File: src/hdl/lgs_pkg.sv
// Shared types and constants for the life grid generation step block.
package lgs_pkg;

    // Grid size. The sweep moves one row per cycle.
    localparam int MAX_ROWS = 64;
    localparam int MAX_COLS = 64;

    // Field and register widths.
    localparam int ACTION_W = 2;
    localparam int ADDR_W   = 6;
    localparam int CFG_W    = 7;
    localparam int STEP_W   = $clog2(MAX_ROWS);

    // Width of the neighbor count, enough for eight neighbors.
    localparam int COUNT_W  = 4;

    typedef logic [MAX_COLS-1:0] row_t;

    // Action codes.
    localparam logic [ACTION_W-1:0] ACT_WRITE   = 2'd0;
    localparam logic [ACTION_W-1:0] ACT_READ    = 2'd1;
    localparam logic [ACTION_W-1:0] ACT_ADVANCE = 2'd2;

    // Configuration register indexes.
    localparam logic CFG_ROWS = 1'b0;
    localparam logic CFG_COLS = 1'b1;

    // Rule B3/S23 neighbor counts.
    localparam logic [COUNT_W-1:0] SURVIVE_COUNT = 4'd2;
    localparam logic [COUNT_W-1:0] BIRTH_COUNT   = 4'd3;

endpackage

File: src/hdl/lgs_row_cell.sv
// One row register of the circulating grid chain.
module lgs_row_cell (
    input  logic          clk,
    input  logic          rst_n,
    input  logic          shift,
    input  lgs_pkg::row_t d,
    output lgs_pkg::row_t q
);
    import lgs_pkg::*;

    row_t row_reg;

    always_ff @(posedge clk or negedge rst_n)
    begin
        if (!rst_n)
        begin
            row_reg <= '0;
        end
        else if (shift)
        begin
            row_reg <= d;
        end
    end

    assign q = row_reg;

endmodule

File: config.mk
export PLATFORM = sky130hd
export DESIGN_NAME = lgs_row_cell
export DESIGN_NICKNAME = d
export VERILOG_FILES = /design/src/hdl/lgs_pkg.sv /design/src/hdl/lgs_row_cell.sv
export SDC_FILE = /design/constraint.sdc
export NUM_CORES = 1
export LEC_CHECK = 0
export BUFFER_PORTS_ARGS = -buffer_cell sky130_fd_sc_hd__buf_4
export CAP_MARGIN = 20
export CORE_MARGIN = 2
export CORE_UTILIZATION = 30
export DETAILED_ROUTE_END_ITERATION = 8
export GPL_TIMING_DRIVEN = 0
export PLACE_DENSITY = 0.59
export SLEW_MARGIN = 20
export SYNTH_ARGS = -nofsm -noshare
export SYNTH_HDL_FRONTEND = slang
export SYNTH_SLANG_ARGS = --single-unit
File: constraint.sdc
create_clock -name clk -period 0.8 [get_ports clk]
set_input_delay 0.16 -clock clk [delete_from_list [all_inputs] [get_ports clk]]
set_output_delay 0.16 -clock clk [all_outputs]
set_load 0.02 [all_outputs]
======== After elaboration in Yosys (flattened, before gate mapping) ========
Index checks and enable logic that the tools add are counted.
Widths: inputs -> output; s select.
storage, ports and cells
  flip-flop bits (word level) ............. 64
  latch bits .............................. 0
  memory bits (writable) .................. 0
  bits in read-only memories .............. 0
  bits of input ports ..................... 67
  logic and storage cells ................. 1
  memories kept ........................... 0
cells by class
  add/sub/neg operators ................... 0
  multipliers ............................. 0
  divide/modulo/power cells ............... 0
  $lt $le $gt $ge ......................... 0
  eq/ne operators ......................... 0
  shift-type cells ........................ 0
  multiplexer cells ....................... 0
  bitwise operators ....................... 0
  reductions and logical operators ........ 0

======== Longest topological paths before layout ========
  depth after elaboration ................. 0
  gate-level depth with buffers ........... 3
  gate-level depth less buffers ........... 1

======== Worst setup path before layout ========
No wires, ideal clock.
  path kind ............................... input to register
  start point ............................. input port shift
  end point ............................... register row_reg[10], in the netlist q[10]
  arrival time ............................ 0.766 ns
  data required time ...................... 0.675 ns
  setup slack ............................. -0.091 ns
  cell stages on the path ................. 3
  buffers on the path ..................... 2
  cell sequence ........................... buf_6 -> buf_12 -> mux2_4
RTL lines
  item                  RTL line            text
  from (decl)           lgs_row_cell.sv:5   input logic shift,
  to (signal assigned)  lgs_row_cell.sv:17  row_reg <= '0;
  to (signal assigned)  lgs_row_cell.sv:21  row_reg <= d;
  to (decl)             lgs_row_cell.sv:11  row_t row_reg;
No word-level cell between the ends.

======== Worst setup path after layout ========
  start point ............................. register row_reg[16], in the netlist q[16]
  end point ............................... output port q[16]
RTL lines
  item       RTL line           text
  to (decl)  lgs_row_cell.sv:7  output lgs_pkg::row_t q
No word-level cell between the ends.

==> results.py <==
metrics = {
    "status": {
        "status": "finished with violations",
        "violations": "hold timing, setup timing",
    },
    "pwr": {
        "cellLeakagePower_nw": 2.26,
        "finalPower_w": 0.00901,
        "p_per_area_nw_per_um2": 2010,
        "vdd_ir_drop_max_uv": 971,
    },
    "sta": {
        "grt_setup_unrepaired": "true",
        "fmax_mhz": 950,
        "fin_skew_ps": 0,
        "fin_ws_ps": -252,
        "tns_ps": -17180,
        "finalCritPeriodShare": 1.32,
        "min_period_ps": 1050,
        "fin_worst_hold_slack_ps": -83.3,
        "finalSetupViolations": 90,
        "max_slew_margin": 0.468,
        "hold_viol_final": 64,
        "maxSlewViolCount": 0,
        "worst_slew_pin_slew_ps": 797,
    },
    "critical_path": {
        "crit_path_end_kind": "primary output",
        "r2r_start": "q[39]",
        "critPathRequiredTime_ps": 640,
        "reg2reg_depth": 2,
        "crit_arrival_ps": 890,
        "critPathKind": "flip-flop to primary output",
        "reg2reg_setup_slack_ps": -110,
        "crit_path_top_delay_cell": "dfrtp_1",
        "r2r-end": "q[39]",
        "cpPeakStageDelay_ps": 410,
        "crit_buf_inv": 1,
        "crit_chain": "buf_6",
        "setup.worst_path.start_class": "flip-flop",
        "critPathMaxFanout": 2,
        "crit_family": "flip-flops",
    },
    "synth": {
        "ys_seq_area_frac": 0.598,
        "synthMuxAreaShare": 0.353,
        "ys_warn_count": 0,
        "netlist_area_um2": 2680,
        "syn-num-nets": 202,
        "synth_top_family_by_area": "multiplexers",
        "netlist_instances": 135,
        "ys_seq_elements": 64,
        "syn_area_per_cell_um2": 19.8,
        "synth_compound_area_frac": 0,
        "synthAdderAreaFrac": 0,
        "synth_simple_gate_area_frac": 0,
        "yosysUniqueCellTypes": 5,
        "synth_xor_area_frac": 0,
    },
    "clocking": {
        "clkLatencyLatePin_ps": 330,
        "clockBufferDepth": 2,
        "numCtsBuffers": 9,
        "clkTransAtPathRegs_ps": 70,
        "cts_root_buf": "clkbuf_8",
        "htree_levels": 3,
        "cts.sinks": 64,
        "cts_tree": "yes",
    },
    "finish": {
        "drive_gt1_frac": 0.801,
        "final_core_util": 0.516,
        "layout_commonest_cell": "buf_4",
        "largest_register_ffs": 64,
        "fin_cells": 414,
        "layout.nets": 368,
        "layout_common_cells": "buf_4 (81), buf_6 (74), mux2_4 (62), dfrtp_1 (60), clkbuf_8 (10)",
        "antenna_cells": 0,
        "syn2layout_area_growth_pct": 67.0,
        "n_fill_cell": 761,
    },
    "drt": {
        "drtPass1Iterations": 4,
        "drc": 0,
        "viasPerCell": 4.21,
        "dr_total_vias": 1743,
        "drt_wl_total_mm": 6.22,
        "wl_per_cell_um": 15.0,
        "drt_iter0_drc": 20,
        "ant_nets": 0,
    },
    "place": {
        "portBuffers": 129,
        "hpwl_mm": 4.00,
        "placed_cells": 372,
        "gp_congestion": 0.672,
    },
    "floorplanning": {
        "die-area_um2": 9700,
        "core_area_um2": 8680,
        "ios": 131,
        "die_w_um": 98.5,
        "rows": 34,
        "start_util": 0.309,
        "die_h_um": 98.5,
    },
    "hold_path": {
        "hp-class": "input pin to async pin",
    },
    "global_routing": {
        "first_global_vias": 2001,
        "globalRouteTotalUtil": 0.134,
        "grt_overflow": 0,
        "grt_pass1_wl_mm": 10.1,
        "grt_max_degree": 65,
        "antenna_found_initial": 0,
    },
    "job": {
        "drv_cap": 0,
    },
}
cell families (layout without fill, tap and decap cells):
| family | after synthesis | in the layout |
|---|---|---|
| muxes | 64 | 64 |
| buffers and inverters | 7 | 178 |
| DFF | 64 | 64 |
cell type report:
cell class              count  area (µm²)  area share
flip-flops and latches     64        1610       0.359
repair buffers            155        1440       0.322
clock inverters             5        56.3      0.0126
clock buffers              11         141      0.0316
plain buffers               7         140      0.0313
multi-input cells          64         953       0.213
well taps                 108         135      0.0302
synthesized netlist by cell type:
library cell  number  area, µm²
buf_6              1       11.3
mux2_2             4       45.0
dfrtp_1           64       1600
mux2_4            60        901
buf_12             6        120
through the flow:
step | cell area, µm² | worst slack, ps
after global placement | 3800 | -132
after detailed placement | 3800 | -134
final | 4470 | -252
after CTS | 4340 | -263
after floorplan | 2690 | -42.7
after global routing | 4470 | -304
repair_timing:
action / in CTS / in global routing
pin swaps: 0 / 0
hold endpoints to repair: 64 / 59
setup buffers: 14 / 15
resized for setup: 64 / 12
endpoints found under the setup margin: 64 / 98
routing by layer:
layer	vias to the layer above	routed length, µm	track usage
li1	799	-	-
met1	855	2580	0.175
met2	78	3000	0.200
met3	11	516	0.0468
met4	0	121	0.0601
met5	-	0	0
where the power goes:
part	total (W)	switching, W	internal (W)
sequential	0.00383	0.000262	0.00357
combinational	0.00240	0.000889	0.00151
clock	0.00278	0.00126	0.00152
total	0.00901	0.00241	0.00660
worst max-delay path by stage:
stage,startpoint,end,slack (ps),depth (start not counted)
CTS,q[19],q[19],-260,1
global placement,rst_n,q[61],-130,1
finish,q[16],q[16],-250,1
global route,q[16],q[16],-300,1
floorplan,shift,q[10],-40,3
detailed placement,rst_n,q[61],-130,1
Note: power is estimated with default switching activity, not from simulation.
